<file path="src/design/sib_pkg.sv">
// ----------------------------------------------------------------------------
// sib_pkg: shared definitions for the sorted insertion buffer
// Capacity, derived widths, command and status codes, and the struct types
// used between the sequencer and the entry store.
// ----------------------------------------------------------------------------
package sib_pkg;

	localparam int CAPACITY = 8;
	localparam int IDX_W    = (CAPACITY > 1) ? $clog2(CAPACITY) : 1;
	localparam int CNT_W    = $clog2(CAPACITY + 1);
	localparam int VAL_W    = 4;

	localparam logic [1:0] CMD_INSERT    = 2'd0;
	localparam logic [1:0] CMD_LIST_ASC  = 2'd1;
	localparam logic [1:0] CMD_LIST_DESC = 2'd2;

	localparam logic [1:0] ST_INSERTED = 2'd0;
	localparam logic [1:0] ST_FULL     = 2'd1;
	localparam logic [1:0] ST_ELEMENT  = 2'd2;
	localparam logic [1:0] ST_EMPTY    = 2'd3;

	typedef struct packed {
		logic             wr_en;
		logic [IDX_W-1:0] wr_addr;
		logic [VAL_W-1:0] wr_data;
		logic [IDX_W-1:0] rd_addr;
		logic [VAL_W-1:0] cmp_val;
	} store_req_t;

	typedef struct packed {
		logic [VAL_W-1:0] rd_data;
		logic             gt;
	} store_rsp_t;

endpackage

</file>
<file path="src/design/sorted_insert_buffer_unit.sv">
// Insert: one compare-and-shift per cycle through the single comparator, then
// the status is answered; full and empty commands answer without touching the
// store; a list gives one element per cycle while the output is not stalled.
// A new command is taken only once the previous one has been answered into
// the output register; output stalls hold the list and answer steps.
// Reset (arst_n low): store empty, no result pending; entries are not cleared.
// ----------------------------------------------------------------------------
// sorted_insert_buffer_unit: sorted insertion buffer, top level
// Stream in commands, stream out insert status or the sorted store contents.
// ----------------------------------------------------------------------------
module sorted_insert_buffer_unit (
	input  logic       clk,
	input  logic       arst_n,
	input  logic       s_tvalid,
	output logic       s_tready,
	input  logic [7:0] s_tdata,   // [1:0] command, [5:2] card_value, [7:6] zero
	output logic       m_tvalid,
	input  logic       m_tready,
	output logic [7:0] m_tdata,   // [1:0] status, [5:2] listed_value, [7:6] zero
	output logic       m_tlast
);

	sib_pkg::store_req_t req;
	sib_pkg::store_rsp_t rsp;
	logic [1:0]          out_status;
	logic [3:0]          out_listed_value;

	sib_ctrl u_ctrl (
		.clk              (clk),
		.arst_n           (arst_n),
		.s_tvalid         (s_tvalid),
		.s_tready         (s_tready),
		.in_command       (s_tdata[1:0]),
		.in_card_value    (s_tdata[5:2]),
		.m_tvalid         (m_tvalid),
		.m_tready         (m_tready),
		.out_status       (out_status),
		.out_listed_value (out_listed_value),
		.out_last_flag    (m_tlast),
		.req              (req),
		.rsp              (rsp)
	);

	sib_store u_store (
		.clk (clk),
		.req (req),
		.rsp (rsp)
	);

	assign m_tdata = {2'b00, out_listed_value, out_status};

endmodule

</file>
<file path="src/design/sib_store.sv">
// ----------------------------------------------------------------------------
// sib_store: entry store with shared magnitude comparator
// One write port, one read port; the read entry is compared against the
// value being inserted by the single comparator of the block.
// ----------------------------------------------------------------------------
module sib_store (
	input  logic                 clk,
	input  sib_pkg::store_req_t  req,
	output sib_pkg::store_rsp_t  rsp
);

	logic [sib_pkg::VAL_W-1:0] entry_q [sib_pkg::CAPACITY];

	always_ff @(posedge clk) begin
		if (req.wr_en) begin
			entry_q[req.wr_addr] <= req.wr_data;
		end
	end

	always_comb begin
		rsp.rd_data = entry_q[req.rd_addr];
		rsp.gt      = (entry_q[req.rd_addr] > req.cmp_val);
	end

endmodule

</file>
<file path="src/design/sib_ctrl.sv">
// ----------------------------------------------------------------------------
// sib_ctrl: command sequencer and output register
// Steps the insertion shift one slot per cycle, walks the store for list
// commands, and holds each result until the downstream side takes it.
// ----------------------------------------------------------------------------
module sib_ctrl (
	input  logic                 clk,
	input  logic                 arst_n,
	input  logic                 s_tvalid,
	output logic                 s_tready,
	input  logic [1:0]           in_command,
	input  logic [3:0]           in_card_value,
	output logic                 m_tvalid,
	input  logic                 m_tready,
	output logic [1:0]           out_status,
	output logic [3:0]           out_listed_value,
	output logic                 out_last_flag,
	output sib_pkg::store_req_t  req,
	input  sib_pkg::store_rsp_t  rsp
);

	localparam logic [1:0] S_IDLE = 2'd0;
	localparam logic [1:0] S_INS  = 2'd1;
	localparam logic [1:0] S_LIST = 2'd2;
	localparam logic [1:0] S_EMIT = 2'd3;

	logic [1:0]                state_q;
	logic [sib_pkg::CNT_W-1:0] count_q;
	logic [sib_pkg::IDX_W-1:0] pos_q;
	logic [sib_pkg::IDX_W-1:0] i_q;
	logic [sib_pkg::VAL_W-1:0] val_q;
	logic                      desc_q;
	logic [1:0]                emit_status_q;
	logic                      m_valid_q;
	logic [1:0]                out_status_q;
	logic [3:0]                out_value_q;
	logic                      out_last_q;

	logic                      s_fire;
	logic                      slot_free;
	logic                      out_load;
	logic                      ins_stop;
	logic [sib_pkg::CNT_W-1:0] i_ext;
	logic [sib_pkg::CNT_W-1:0] desc_idx;
	logic [sib_pkg::IDX_W-1:0] list_idx;
	logic                      list_last;

	assign s_tready  = (state_q == S_IDLE);
	assign s_fire    = s_tvalid && s_tready;
	assign slot_free = !m_valid_q || m_tready;
	assign out_load  = slot_free && ((state_q == S_LIST) || (state_q == S_EMIT));
	assign ins_stop  = (pos_q == '0) || !rsp.gt;

	assign i_ext     = sib_pkg::CNT_W'(i_q);
	assign desc_idx  = count_q - sib_pkg::CNT_W'(1) - i_ext;
	assign list_idx  = desc_q ? desc_idx[sib_pkg::IDX_W-1:0] : i_q;
	assign list_last = ((i_ext + sib_pkg::CNT_W'(1)) == count_q);

	always_comb begin
		req.rd_addr = (state_q == S_LIST) ? list_idx : (pos_q - sib_pkg::IDX_W'(1));
		req.wr_en   = (state_q == S_INS);
		req.wr_addr = pos_q;
		req.wr_data = ins_stop ? val_q : rsp.rd_data;
		req.cmp_val = val_q;
	end

	always_ff @(posedge clk or negedge arst_n) begin
		if (!arst_n) begin
			state_q       <= S_IDLE;
			count_q       <= '0;
			m_valid_q     <= 1'b0;
			pos_q         <= '0;
			i_q           <= '0;
			val_q         <= '0;
			desc_q        <= 1'b0;
			emit_status_q <= sib_pkg::ST_INSERTED;
			out_status_q  <= sib_pkg::ST_INSERTED;
			out_value_q   <= '0;
			out_last_q    <= 1'b0;
		end else begin
			if (out_load) begin
				m_valid_q <= 1'b1;
			end else if (m_tready) begin
				m_valid_q <= 1'b0;
			end
			unique case (state_q)
				S_IDLE: begin
					if (s_fire) begin
						val_q <= in_card_value;
						unique case (in_command)
							sib_pkg::CMD_INSERT: begin
								if (count_q == sib_pkg::CNT_W'(sib_pkg::CAPACITY)) begin
									emit_status_q <= sib_pkg::ST_FULL;
									state_q       <= S_EMIT;
								end else begin
									pos_q   <= count_q[sib_pkg::IDX_W-1:0];
									state_q <= S_INS;
								end
							end
							sib_pkg::CMD_LIST_ASC, sib_pkg::CMD_LIST_DESC: begin
								if (count_q == '0) begin
									emit_status_q <= sib_pkg::ST_EMPTY;
									state_q       <= S_EMIT;
								end else begin
									i_q     <= '0;
									desc_q  <= (in_command == sib_pkg::CMD_LIST_DESC);
									state_q <= S_LIST;
								end
							end
							default: begin
								state_q <= S_IDLE;
							end
						endcase
					end
				end
				S_INS: begin
					if (ins_stop) begin
						count_q       <= count_q + sib_pkg::CNT_W'(1);
						emit_status_q <= sib_pkg::ST_INSERTED;
						state_q       <= S_EMIT;
					end else begin
						pos_q <= pos_q - sib_pkg::IDX_W'(1);
					end
				end
				S_LIST: begin
					if (slot_free) begin
						out_status_q <= sib_pkg::ST_ELEMENT;
						out_value_q  <= rsp.rd_data;
						out_last_q   <= list_last;
						i_q          <= i_q + sib_pkg::IDX_W'(1);
						if (list_last) begin
							state_q <= S_IDLE;
						end
					end
				end
				S_EMIT: begin
					if (slot_free) begin
						out_status_q <= emit_status_q;
						out_value_q  <= '0;
						out_last_q   <= 1'b1;
						state_q      <= S_IDLE;
					end
				end
				default: begin
					state_q <= S_IDLE;
				end
			endcase
		end
	end

	assign m_tvalid         = m_valid_q;
	assign out_status       = out_status_q;
	assign out_listed_value = out_value_q;
	assign out_last_flag    = out_last_q;

endmodule

</file>
<file path="config.mk">
export PLATFORM = sky130hd
export DESIGN_NAME = sorted_insert_buffer_unit
export DESIGN_NICKNAME = d
export VERILOG_FILES = /design/src/design/sib_pkg.sv /design/src/design/sorted_insert_buffer_unit.sv /design/src/design/sib_store.sv /design/src/design/sib_ctrl.sv
export SDC_FILE = /design/constraint.sdc
export NUM_CORES = 1
export LEC_CHECK = 0
export BUFFER_PORTS_ARGS = -buffer_cell sky130_fd_sc_hd__buf_2
export CAP_MARGIN = 20
export CORE_AREA = 2 2 68 102
export DETAILED_ROUTE_END_ITERATION = 10
export DIE_AREA = 0 0 70 104
export GPL_ROUTABILITY_DRIVEN = 0
export GPL_TIMING_DRIVEN = 0
export PLACE_DENSITY = 0.67
export SYNTH_ARGS = -nofsm -noshare
export SYNTH_HDL_FRONTEND = slang
export SYNTH_SLANG_ARGS = --single-unit
</file>
<file path="constraint.sdc">
create_clock -name clk -period 4 [get_ports clk]
set_input_delay 0.4 -clock clk [delete_from_list [all_inputs] [get_ports clk]]
set_output_delay 0.4 -clock clk [all_outputs]
set_load 0.05 [all_outputs]
</file>
==> metrics.log, run 1 <==
INFO  metric worstMarginPinSlew = 730.1 ps
INFO  metric fp.coreArea = 0.006396 mm^2
INFO  metric dieArea = 0.007280 mm^2
INFO  metric worst_skew_pair.late_latency = about 340 ps
INFO  metric timing.final.max_slew_violations = 0
INFO  metric clkTransAtPathRegs = approximately 60 ps
INFO  metric nFillCells = roughly 550
INFO  metric timing.critical_path.mode_cell = sky130_fd_sc_hd__mux2_4
INFO  metric ff_to_ff_setup_slack = 100 ps
INFO  metric setup.worst_path.start_class = register
INFO  metric cts_max_level = 3
INFO  metric grt_first_pass_wirelength = 11,600 um
INFO  metric die_y = 104 um
INFO  metric postSynthRegisterBits = 59
INFO  metric num_rows = 36
INFO  metric dp.final_hpwl = 5370 um
INFO  metric criticalPathCategory = reg -> reg
INFO  metric crit_slowest_cell = sky130_fd_sc_hd__fa_1
INFO  metric antennaDiodeCount = 0
INFO  metric cts_bufs_inserted = 9
INFO  metric startpoint = u_ctrl.i_q[0]$_DFFE_PN0P_
INFO  metric via_count = ~2,400
INFO  metric layout-drive-gt1-share = between 20 and 25%
INFO  metric post_dp_cell_area = approximately 0.0033 mm^2
INFO  metric netlist-cell-type-count = 45
INFO  metric maxSlewHeadroom = between 50 and 60%
INFO  metric place_inst = 390
INFO  metric maxClockFrequency = 256.3 MHz
INFO  metric layout.cells.most_common_list = 34 x sky130_fd_sc_hd__nand2_1, 32 x sky130_fd_sc_hd__edfxtp_1, 26 x sky130_fd_sc_hd__dfrtp_1, 25 x sky130_fd_sc_hd__inv_1, 22 x sky130_fd_sc_hd__buf_2
INFO  metric syn-cell-area = 0.003125 mm^2
INFO  metric worst_r2r_endpoint = u_store.entry_q[6][0]$_DFFE_PP_
INFO  metric maximum_number_of_pins_on_one_net_before_global_route_repair = 28
INFO  metric path_cells = inv_1 > ha_1 > fa_1 > mux2_4 > mux2_4 > clkbuf_16 > o221ai_4 > nand3_2 > o21ai_2 > ha_4 > a21oi_2 > o221ai_2 > and2_4 > buf_12 > nand4_1 > o211ai_1 > buf_4
INFO  metric placement.io_buffers = 18
INFO  metric syn-instance-count = 295
INFO  metric post-route-period-util = 97.54%
INFO  metric timing.critical_path.arrival = 3990 ps
INFO  metric timing.final.hold_violations = 0
INFO  metric initial_utilization = 48.87%
INFO  metric worst-path-max-fanout = 8
INFO  metric outcome = finished, final reports clean
INFO  metric detail_route.first_pass.iterations = 4
INFO  metric yosys_most_used_dff = sky130_fd_sc_hd__edfxtp_1
INFO  metric synth.yosys.seq_area_share = 52.36%
INFO  metric flow.area_growth_from_synthesis = 21.22%
INFO  metric layout.cells.non_filler = between 400 and 500
INFO  metric clock_tree.root_cell = sky130_fd_sc_hd__clkbuf_8
INFO  metric reg2reg_depth = 17
INFO  metric ioPinCount = 23
INFO  metric critPathBufInv = 4
INFO  metric class_of_the_worst_hold_path = in -> async
INFO  metric setup.worst_path.end_class = register
INFO  metric total_routing_resource_utilization_after_global_routing = 21.08%
INFO  metric detail_route.wl_per_cell = 18.12 um
INFO  metric setup_viol = 0
INFO  metric worst_slack = approximately 98 ps
INFO  metric worst-path-stages = 17
INFO  metric drtIter0Drc = 156
INFO  metric r2r_path_start = u_ctrl.i_q[0]$_DFFE_PN0P_
INFO  metric drt_wl_total = 7484 um
INFO  metric drc = 0
INFO  metric layout.cells.most_common = sky130_fd_sc_hd__nand2_1
INFO  metric clock_sink_total = 59
INFO  metric vias_per_cell = 5.755
INFO  metric antenna_found_initial = 0
INFO  metric grt-ovfl-total = 0
INFO  metric cp_data_required_time = 4090 ps
INFO  metric worstSetupEndpoint = u_store.entry_q[6][0]$_DFFE_PP_
INFO  metric avgSynthCellArea = 10.59 um^2
INFO  metric die_width = around 70 um
INFO  metric final.setup_skew = 6.440 ps
INFO  metric clockBufferDepth = 2
INFO  metric cp_slowest_stage_delay = 430 ps
INFO  metric placement.setup.worst_slack = -529.8 ps
INFO  metric first_global_vias = 2,356
INFO  metric tritoncts = yes
INFO  metric ys_async_sr_fraction = 45.76%
INFO  metric period_minus_slack = 3902 ps
INFO  metric max-cap-violations = 0
INFO  metric postRouteAntennaNets = 0
INFO  metric synth_warnings = 0
INFO  metric cp_top_family = adder cells
INFO  metric final_area = 0.003789 mm^2
INFO  metric count_of_nets_after_finishing = 358
INFO  metric synth_enable_flop_cells = 32
==> repair_timing <==
item,in CTS,in global routing
endpoints found under the setup margin,35,36
pin swaps,6,9
endpoints found under the hold margin,0,0
cloned,0,1
buffers inserted,3,3
gates resized for setup,19,22
hold buffers,0,0
==> worst register-to-register path, stage by stage (launching register included) <==
cell and delay (ps):
sky130_fd_sc_hd__dfrtp_1 380, sky130_fd_sc_hd__inv_1 80, sky130_fd_sc_hd__ha_1 200, sky130_fd_sc_hd__fa_1 430, sky130_fd_sc_hd__mux2_4 320, sky130_fd_sc_hd__mux2_4 330
sky130_fd_sc_hd__clkbuf_16 180, sky130_fd_sc_hd__o221ai_4 270, sky130_fd_sc_hd__nand3_2 130, sky130_fd_sc_hd__o21ai_2 120, sky130_fd_sc_hd__ha_4 250, sky130_fd_sc_hd__a21oi_2 150
sky130_fd_sc_hd__o221ai_2 120, sky130_fd_sc_hd__and2_4 190, sky130_fd_sc_hd__buf_12 140, sky130_fd_sc_hd__nand4_1 80, sky130_fd_sc_hd__o211ai_1 100, sky130_fd_sc_hd__buf_4 180
==> layout make-up <==
cell class / instances / area, um^2 / area share [%]
Tap cell: 76 / 95.09 / 2.510
Sequential cell: 59 / 1638 / 43.23
Inverter: 25 / 93.84 / 2.477
Timing Repair Buffer: 25 / 160.2 / 4.227
Multi-Input combinational cell: 199 / 1520 / 40.13
Clock inverter: 6 / 56.30 / 1.486
Buffer: 13 / 97.59 / 2.576
Clock buffer: 10 / 127.6 / 3.369
==> per-layer routing <==
metal  vias to the layer above  part of all wire, %  wire length [um]  global-route usage (%)
met2                        41                   56              4221                   38.37
met3                        15                  3.0               223                   5.039
li1                       1149                    -                 -                       -
met5                         -                    0                 0                       0
met4                         0                  3.5               261                   12.50
met1                      1172                   37              2779                   21.22
==> flip-flops by register name (all words and copies together), names as in the netlist <==
signal and flops:
u_ctrl.out_listed_value 4, u_ctrl.state_q 2, u_ctrl.desc_q 1, u_ctrl.emit_status_q 2
u_ctrl.m_tvalid 1, u_ctrl.pos_q 3, u_ctrl.out_status 2, u_ctrl.val_q 4
u_ctrl.out_last_flag 1, u_ctrl.count_q 4, u_store.entry_q 32, u_ctrl.i_q 3
==> kinds of logic after synthesis <==
kind of cell               Yosys count  synth area share (%)
and+or+nand+nor                     87                 13.65
AOI/OAI and AO/OA                   76                 16.05
DFF                                 59                 52.36
buffers and inverters               38                 5.324
adders and majority gates           14                 5.845
muxes                               11                 4.123
xor gates and xnor gates             9                 2.522
other                                1                0.1200
==> stage by stage <==
step | TNS [ps] | hold WS, ps | utilization, %
4_1_cts | 0 | 78.30 | 56.89
5_1_grt | -190.9 | 102.4 | 59.23
2_1_floorplan | 0 | 104.4 | -
6_report | 0 | 62.50 | 59.23
3_5_place_dp | -16570 | 451.6 | 51.82
3_3_place_gp | -14640 | 441.9 | 51.82
==> cell usage after synthesis (2+ instances only) <==
cell	number	area, um^2
sky130_fd_sc_hd__o211ai_1	5	37.54
sky130_fd_sc_hd__nand3_1	9	45.04
sky130_fd_sc_hd__nand4_1	9	56.30
sky130_fd_sc_hd__o21ai_0	23	115.1
sky130_fd_sc_hd__dfrtp_1	27	675.7
sky130_fd_sc_hd__nand2_1	34	127.6
sky130_fd_sc_hd__o221ai_1	12	105.1
sky130_fd_sc_hd__mux2_4	2	30.03
sky130_fd_sc_hd__edfxtp_1	32	960.9
sky130_fd_sc_hd__nor2_1	12	45.04
sky130_fd_sc_hd__xor2_1	3	26.28
sky130_fd_sc_hd__inv_1	25	93.84
sky130_fd_sc_hd__xnor2_1	6	52.55
sky130_fd_sc_hd__nor4b_1	2	17.52
sky130_fd_sc_hd__mux2_2	4	45.04
sky130_fd_sc_hd__a31oi_1	4	25.02
sky130_fd_sc_hd__a22o_1	4	35.03
sky130_fd_sc_hd__clkbuf_1	5	18.77
sky130_fd_sc_hd__o21a_1	3	22.52
sky130_fd_sc_hd__ha_1	13	162.7
sky130_fd_sc_hd__nor3_1	4	20.02
sky130_fd_sc_hd__a21oi_1	15	75.07
sky130_fd_sc_hd__mux2i_1	4	40.04
sky130_fd_sc_hd__buf_2	4	20.02
sky130_fd_sc_hd__buf_4	3	22.52
sky130_fd_sc_hd__nor2b_1	5	31.28
sky130_fd_sc_hd__nand2b_1	8	50.05
==> how the worst min path moves through the flow <==
stage                       from                            end  slack (ps)
after CTS                 arst_n      u_ctrl.i_q[1]$_DFFE_PN0P_          80
final                     arst_n  u_ctrl.count_q[2]$_DFFE_PN0P_          60
after detailed placement  arst_n      u_ctrl.i_q[1]$_DFFE_PN0P_         450
after floorplan           arst_n  u_ctrl.count_q[0]$_DFFE_PN0P_         100
after global routing      arst_n      u_ctrl.i_q[1]$_DFFE_PN0P_         100
after global placement    arst_n      u_ctrl.i_q[1]$_DFFE_PN0P_         440
Power of run 1 is not shown: default switching activity piles up to over one toggle a cycle in this logic, so the estimate is an artifact.
==> run 2, diff against run 1 <==
--- a/config.mk
+++ b/config.mk
@@ -7,12 +7,12 @@
 export LEC_CHECK = 0
 export BUFFER_PORTS_ARGS = -buffer_cell sky130_fd_sc_hd__buf_2
 export CAP_MARGIN = 20
-export CORE_AREA = 2 2 68 102
+export CORE_AREA = 2 2 74 111
 export DETAILED_ROUTE_END_ITERATION = 10
-export DIE_AREA = 0 0 70 104
+export DIE_AREA = 0 0 76 113
 export GPL_ROUTABILITY_DRIVEN = 0
 export GPL_TIMING_DRIVEN = 0
-export PLACE_DENSITY = 0.67
 export SYNTH_ARGS = -nofsm -noshare
 export SYNTH_HDL_FRONTEND = slang
+export SYNTH_HIERARCHICAL = 1
 export SYNTH_SLANG_ARGS = --single-unit
==> run 2 against run 1 <==
  * Synthesized cell count is 20% lower
  * Critical path depth is 1 lower
  * Global-route usage is 4.8 points lower
  * Utilization is 10 points lower
  * Clock-buffer cell count is 1 higher
==> metrics.log, run 2 <==
INFO  metric flip_flop_count_of_the_largest_register_all_copies_and_words_added = 32 (unchanged)
INFO  metric post-route-period-util = 98.72% (+1.2 points)
INFO  metric setup_viol = 0 (unchanged)
INFO  metric timing.final.hold_violations = 0 (unchanged)
INFO  metric worst_r2r_endpoint = u_store/entry_q[0][0]$_DFFE_PP_
INFO  metric reg2reg_depth = 16 (-1)
INFO  metric drtIter0Drc = 144 (-7.7%)
INFO  metric grt_first_pass_wirelength = 10,330 um (-11%)
INFO  metric worst_skew_pair.late_latency = 330 ps (about the same)
INFO  metric critPathBufInv = 3 (-1)
INFO  metric syn-cell-area = 0.003019 mm^2 (-3.4%)
INFO  metric timing.final.max_slew_violations = 0 (unchanged)
INFO  metric detail_route.wl_per_cell = 16.24 um (-10%)
INFO  metric outcome = finished, final reports clean
INFO  metric synth_top_cell_area_share = 31.83% (+1.1 points)
INFO  metric worstSetupEndpoint = u_store/entry_q[0][0]$_DFFE_PP_
INFO  metric via_count = 1,902 (-20%)
INFO  metric cp_top_family = multiplexers
INFO  metric path_cells = ha_1 > inv_1 > fa_2 > nand2_1 > o211ai_1 > o21ai_1 > buf_6 > mux4_2 > mux2_4 > ha_4 > nor2b_1 > o21ai_0 > a21oi_1 > nor2b_2 > buf_6 > mux2_4
INFO  metric worst-path-max-fanout = 8 (unchanged)
INFO  metric synth_warnings = 6 (+6)
INFO  metric cp_data_required_time = 4050 ps (-40 ps)
INFO  metric setup.worst_path.start_class = register
INFO  metric setup_repair_after_global_routing_missed_its_margin = yes
INFO  metric antennaDiodeCount = 0 (unchanged)
INFO  metric netlist-cell-type-count = 48 (+6.7%)
INFO  metric detail_route.first_pass.iterations = 4 (unchanged)
INFO  metric fp.coreArea = 0.007564 mm^2 (+18%)
INFO  metric layout.cells.most_common = sky130_fd_sc_hd__edfxtp_1
INFO  metric die_width = 76 um (+8.6%)
INFO  metric flow.area_growth_from_synthesis = 22.42%
INFO  metric period_minus_slack = 3949 ps (+46.88 ps)
INFO  metric die_y = 113 um (+8.7%)
INFO  metric crit_slowest_cell = sky130_fd_sc_hd__mux4_2
INFO  metric main_area_contributors_after_synthesis = sky130_fd_sc_hd__edfxtp_1 32%, sky130_fd_sc_hd__dfrtp_1 22%, sky130_fd_sc_hd__ha_1 5.4%
INFO  metric setup.worst_path.end_class = register
INFO  metric antenna_found_initial = 0 (unchanged)
INFO  metric clkTransAtPathRegs = 50 ps (about the same)
INFO  metric drt_wl_total = 6205 um (-17%)
INFO  metric hold_ws = 93.72 ps (+31.22 ps)
INFO  metric criticalPathCategory = reg -> reg
INFO  metric postRouteAntennaNets = 0 (unchanged)
INFO  metric vias_per_cell = 4.979 (-13%)
INFO  metric tritoncts = yes
INFO  metric class_of_the_worst_hold_path = in -> async
INFO  metric syn-instance-count = 235 (-20%)
INFO  metric maxSlewHeadroom = 54.45% (+4.1 points)
INFO  metric synth.yosys.seq_area_share = 54.21% (+1.8 points)
INFO  metric timing.setup.tns = 0 ps (unchanged)
INFO  metric layout.cells.most_common_list = 32 x sky130_fd_sc_hd__edfxtp_1, 25 x sky130_fd_sc_hd__dfrtp_1, 20 x sky130_fd_sc_hd__buf_2, 19 x sky130_fd_sc_hd__nand2_1, 17 x sky130_fd_sc_hd__inv_1
INFO  metric ioPinCount = 23 (unchanged)
INFO  metric max-cap-violations = 0 (unchanged)
INFO  metric maxClockFrequency = 253.3 MHz (-1.2%)
INFO  metric clock_tree.root_cell = sky130_fd_sc_hd__clkbuf_16
INFO  metric placement.io_buffers = 18 (unchanged)
INFO  metric cp_slowest_stage_delay = 510 ps (+80 ps)
INFO  metric dp.final_hpwl = 4373 um (-19%)
INFO  metric drc = 0 (unchanged)
INFO  metric count_of_nets_after_finishing = 301 (-16%)
INFO  metric total_routing_resource_utilization_after_global_routing = 16.31% (-4.8 points)
INFO  metric maximum_number_of_pins_on_one_net_before_global_route_repair = 28 (unchanged)
INFO  metric dieArea = 0.008588 mm^2 (+18%)
INFO  metric final_area = 0.003696 mm^2 (-2.4%)
INFO  metric synth_enable_flop_cells = 32 (unchanged)
INFO  metric startpoint = u_ctrl/count_q[0]$_DFFE_PN0P_
INFO  metric grt-ovfl-total = 0 (unchanged)
INFO  metric r2r_path_start = u_ctrl/count_q[0]$_DFFE_PN0P_
INFO  metric synth.largest_area_cell = sky130_fd_sc_hd__edfxtp_1
INFO  metric synth_common_cells = 32 x sky130_fd_sc_hd__edfxtp_1, 27 x sky130_fd_sc_hd__dfrtp_1, 20 x sky130_fd_sc_hd__nand2_1, 17 x sky130_fd_sc_hd__inv_1, 14 x sky130_fd_sc_hd__nor2_1
INFO  metric yosysMostFrequentCell = sky130_fd_sc_hd__edfxtp_1
INFO  metric avgSynthCellArea = 12.85 um^2 (+21%)
INFO  metric register_with_the_most_flip_flops = u_store/entry_q
INFO  metric ys_async_sr_fraction = 45.76% (unchanged)
INFO  metric ff_to_ff_setup_slack = 50 ps (-50 ps)
INFO  metric worstMarginPinSlew = 678.0 ps (-52.04 ps)
INFO  metric timing.critical_path.arrival = 4000 ps (about the same)
INFO  metric final.setup_skew = 7.714 ps (+1.273 ps)
INFO  metric first_global_vias = 1,983 (-16%)
INFO  metric clock_sink_total = 59 (unchanged)
INFO  metric worst-path-stages = 16 (-1)
INFO  metric clockBufferDepth = 2 (unchanged)
INFO  metric cts_max_level = 3 (unchanged)
INFO  metric initial_utilization = 39.92% (-8.9 points)
INFO  metric cts_bufs_inserted = 9 (unchanged)
INFO  metric post_dp_cell_area = 0.003241 mm^2 (-2.2%)
INFO  metric postSynthRegisterBits = 59 (unchanged)
INFO  metric num_rows = 39 (+8.3%)
INFO  metric yosys_most_used_dff = sky130_fd_sc_hd__edfxtp_1
INFO  metric layout-drive-gt1-share = 32.50% (+8.5 points)
==> run 2: cell types whose count changed in the layout (fill, tap and decap cells not counted), moves of 8 or more <==
cell                        change
sky130_fd_sc_hd__clkbuf_16      +8
sky130_fd_sc_hd__clkbuf_8       -8
sky130_fd_sc_hd__inv_1          -8
sky130_fd_sc_hd__nand2_1       -15
sky130_fd_sc_hd__o21ai_0       -13
==> run 2: layout make-up <==
type	count	area [um^2]
clock buffer	11	242.7
buffer	12	97.59
sequential	59	1639
fill	670	3867
clock inverter	5	52.55
inverter	17	63.81
multi-input combinational	148	1300
timing repair buffer	28	172.7
tap	102	127.6
==> run 2: through the flow <==
step           cells  util, %  setup slack [ps]
2_1_floorplan    236        -             93.07
3_3_place_gp     356    42.85            -328.4
3_5_place_dp     356    42.85            -381.4
4_1_cts          381    48.25             5.071
5_1_grt          382    48.87            -158.3
6_report         382    48.87             51.39
==> run 2: timing repair <==
action                     CTS  global route
gates cloned                 0             0
hold buffers                 0             0
setup endpoints to repair   41            41
pin swaps                    3             5
resized for setup           22             7
setup buffers                9             1
==> run 2: cells by family (layout without fill, tap and decap cells) <==
family	Yosys count	after routing	share of synthesized area, %
flops	59	59	54.21
other cells	1	2	0.1242
compound gates	35	35	8.123
xor+xnor	9	9	2.611
mux	26	26	13.22
simple gates	62	62	10.53
fa+ha+maj	14	14	6.051
buf+inv	29	73	5.138
==> run 2: metal layers <==
layer	vias up	wire length [um]	share of wire [%]	track usage, %
met1	917	2397	39	17.25
met5	-	0	0	0
li1	919	-	-	-
met2	54	3380	54	29.17
met4	0	172	2.8	9.091
met3	12	255	4.1	4.625
==> run 2: worst min path at each step <==
stage            from                             to  cells past startpoint
2_1_floorplan  arst_n  u_ctrl/count_q[0]$_DFFE_PN0P_                      0
3_3_place_gp   arst_n  u_ctrl/count_q[0]$_DFFE_PN0P_                      1
3_5_place_dp   arst_n  u_ctrl/count_q[0]$_DFFE_PN0P_                      1
4_1_cts        arst_n  u_ctrl/count_q[0]$_DFFE_PN0P_                      1
5_1_grt        arst_n  u_ctrl/count_q[1]$_DFFE_PN0P_                      1
6_report       arst_n  u_ctrl/count_q[0]$_DFFE_PN0P_                      1
Power of run 2 is left out for the same reason.
==> run 3, diff against run 2 <==
==> constraint.sdc (replaced) <==
create_clock -name clk -period 4.5 [get_ports clk]
set_input_delay 0.45 -clock clk [delete_from_list [all_inputs] [get_ports clk]]
set_output_delay 0.45 -clock clk [all_outputs]
set_load 0.05 [all_outputs]
==> run 3 against run 2 <==
  * Die area unchanged
  * Maximum frequency decreased by 7.2%
  * Clock-buffer cell count unchanged
  * Clock skew shrank 1.5 ps
  * Register-to-register slack gained 190 ps
  * Via count decreased by 1.4%
  * First-iteration DRC count is 29% lower
  * Critical path depth is 1 higher
  * Setup slack better by 190 ps
  * Flip-flop and latch count unchanged
  * Worst hold slack improved by 47 ps
==> metrics.log, run 3 (synthesized netlist as in run 2, its figures left out) <==
INFO  metric outcome = finished, final reports clean
INFO  metric flow.area_growth_from_synthesis = 18.69%
INFO  metric timing.critical_path.arrival = 4310 ps (+310 ps)
INFO  metric via_count = 1,876 (-1.4%)
INFO  metric fp.coreArea = 0.007564 mm^2 (unchanged)
INFO  metric post-route-period-util = 94.56% (-4.2 points)
INFO  metric flip_flop_count_of_the_largest_register_all_copies_and_words_added = 32 (unchanged)
INFO  metric grt-ovfl-total = 0 (unchanged)
INFO  metric drtIter0Drc = 102 (-29%)
INFO  metric total_routing_resource_utilization_after_global_routing = 15.72% (-0.59 points)
INFO  metric use_met1 = 16.70% (-0.54 points)
INFO  metric final.setup_skew = 6.203 ps (-1.510 ps)
INFO  metric dieArea = 0.008588 mm^2 (unchanged)
INFO  metric antennaDiodeCount = 0 (unchanged)
INFO  metric antenna_found_initial = 0 (unchanged)
INFO  metric drt_wl_total = 6015 um (-3.1%)
INFO  metric count_of_nets_after_finishing = 293 (-2.7%)
INFO  metric period_minus_slack = 4255 ps (+306.6 ps)
INFO  metric worst_slack = 244.8 ps (+193.4 ps)
INFO  metric maxClockFrequency = 235.0 MHz (-7.2%)
INFO  metric layout-drive-gt1-share = 25.74% (-6.8 points)
INFO  metric worstMarginPinSlew = 688.8 ps (+10.75 ps)
INFO  metric tritoncts = yes
INFO  metric worst-path-max-fanout = 8 (unchanged)
INFO  metric groute.layer.met2.usage = 27.86% (-1.3 points)
INFO  metric setup.worst_path.end_class = register
INFO  metric clock_sink_total = 59 (unchanged)
INFO  metric first_global_vias = 1,939 (-2.2%)
INFO  metric placement.io_buffers = 18 (unchanged)
INFO  metric max-cap-violations = 0 (unchanged)
INFO  metric grt_first_pass_wirelength = 10,010 um (-3.1%)
INFO  metric vias_per_cell = 5.016 (+0.74%)
INFO  metric startpoint = u_ctrl/count_q[0]$_DFFE_PN0P_
INFO  metric criticalPathCategory = reg -> reg
INFO  metric clkTransAtPathRegs = 50 ps (about the same)
INFO  metric die_y = 113 um (unchanged)
INFO  metric postRouteAntennaNets = 0 (unchanged)
INFO  metric initial_utilization = 39.92% (unchanged)
INFO  metric cp_data_required_time = 4550 ps (+500 ps)
INFO  metric register_with_the_most_flip_flops = u_store/entry_q
INFO  metric dp.final_hpwl = 4373 um (unchanged)
INFO  metric class_of_the_worst_hold_path = in -> async
INFO  metric detail_route.wl_per_cell = 16.08 um (-0.99%)
INFO  metric cts_bufs_inserted = 9 (unchanged)
INFO  metric layout.cells.most_common = sky130_fd_sc_hd__edfxtp_1
INFO  metric clock_tree.root_cell = sky130_fd_sc_hd__clkbuf_16
INFO  metric drc = 0 (unchanged)
INFO  metric timing.final.hold_violations = 0 (unchanged)
INFO  metric ioPinCount = 23 (unchanged)
INFO  metric global_route.peak_usage_layer = met2
INFO  metric r2r_path_start = u_ctrl/count_q[0]$_DFFE_PN0P_
INFO  metric postCtsHoldBufs = 0 (unchanged)
INFO  metric grt_use_met3 = 4.067% (-0.56 points)
INFO  metric maxSlewHeadroom = 53.73% (-0.72 points)
INFO  metric setup_viol = 0 (unchanged)
INFO  metric maximum_number_of_pins_on_one_net_before_global_route_repair = 28 (unchanged)
INFO  metric placement.setup.worst_slack = 118.6 ps (+500.0 ps)
INFO  metric timing.final.max_slew_violations = 0 (unchanged)
INFO  metric detail_route.first_pass.iterations = 4 (unchanged)
INFO  metric setup.worst_path.start_class = register
INFO  metric die_width = 76 um (unchanged)
INFO  metric worst_skew_pair.late_latency = 330 ps (about the same)
INFO  metric clockBufferDepth = 2 (unchanged)
INFO  metric cts_max_level = 3 (unchanged)
INFO  metric num_rows = 39 (unchanged)
INFO  metric layout.cells.most_common_list = 32 x sky130_fd_sc_hd__edfxtp_1, 27 x sky130_fd_sc_hd__dfrtp_1, 20 x sky130_fd_sc_hd__buf_2, 20 x sky130_fd_sc_hd__nand2_1, 17 x sky130_fd_sc_hd__inv_1
## run 3: worst max-delay path, stage by stage, from the launching register on
cell	delay, ps
sky130_fd_sc_hd__dfrtp_1	450
sky130_fd_sc_hd__ha_1	180
sky130_fd_sc_hd__inv_1	50
sky130_fd_sc_hd__fa_1	370
sky130_fd_sc_hd__xor2_1	150
sky130_fd_sc_hd__nand2_1	90
sky130_fd_sc_hd__xor2_1	150
sky130_fd_sc_hd__mux2i_1	190
sky130_fd_sc_hd__buf_6	160
sky130_fd_sc_hd__mux4_1	570
sky130_fd_sc_hd__mux2_2	320
sky130_fd_sc_hd__ha_1	300
sky130_fd_sc_hd__nand4_1	80
sky130_fd_sc_hd__o21ai_0	90
sky130_fd_sc_hd__a21oi_1	120
sky130_fd_sc_hd__nor2b_1	180
sky130_fd_sc_hd__buf_6	170
sky130_fd_sc_hd__mux2_4	370
## run 3: worst paths after layout
check | endpoint | slack (ps) | cells after the start
max | u_store/entry_q[0][0]$_DFFE_PP_ | 240 | 17
min | u_ctrl/count_q[1]$_DFFE_PN0P_ | 140 | 1
max reg2reg | u_store/entry_q[0][0]$_DFFE_PP_ | 240 | 17
min reg2reg | u_ctrl/out_listed_value[3]$_DFFE_PN0P_ | 470 | 2
max in group asynchronous | u_ctrl/out_listed_value[0]$_DFFE_PN0P_ | 3940 | 1
min in group clk | u_ctrl/val_q[2]$_DFFE_PN0P_ | 350 | 2
## run 3: routing by layer
| layer | vias up | share of wire [%] |
|---|---|---|
| li1 | 905 | - |
| met1 | 917 | 39 |
| met2 | 42 | 54 |
| met3 | 12 | 3.5 |
| met4 | 0 | 2.6 |
| met5 | - | 0 |
## run 3: per-stage QoR
step	util [%]	std cells	instance area (um^2)	TNS (ps)	hold WS, ps
global route	47.38	374	3583	-300.2	184.5
CTS	46.75	372	3536	0	165.6
finish	47.38	374	3583	0	140.7
global placement	42.85	356	3241	0	462.9
floorplan	-	236	3023	0	154.4
detailed placement	42.85	356	3241	0	468.0
## run 3: repair_timing
action,4_1_cts,5_1_grt
setup endpoints to repair,0,36
gates resized for setup,0,9
setup buffers,0,2
hold endpoints to repair,0,0
## run 3: area by class of cell
| cell class | instances | area [um^2] |
|---|---|---|
| timing repair buffer | 20 | 105.1 |
| multi-input combinational | 148 | 1257 |
| sequential | 59 | 1637 |
| clock inverter | 5 | 52.55 |
| buffer | 12 | 97.59 |
| clock buffer | 11 | 242.7 |
| tap | 102 | 127.6 |
| fill | 679 | 3980 |
| inverter | 17 | 63.81 |
Power of run 3 is left out for the same reason.
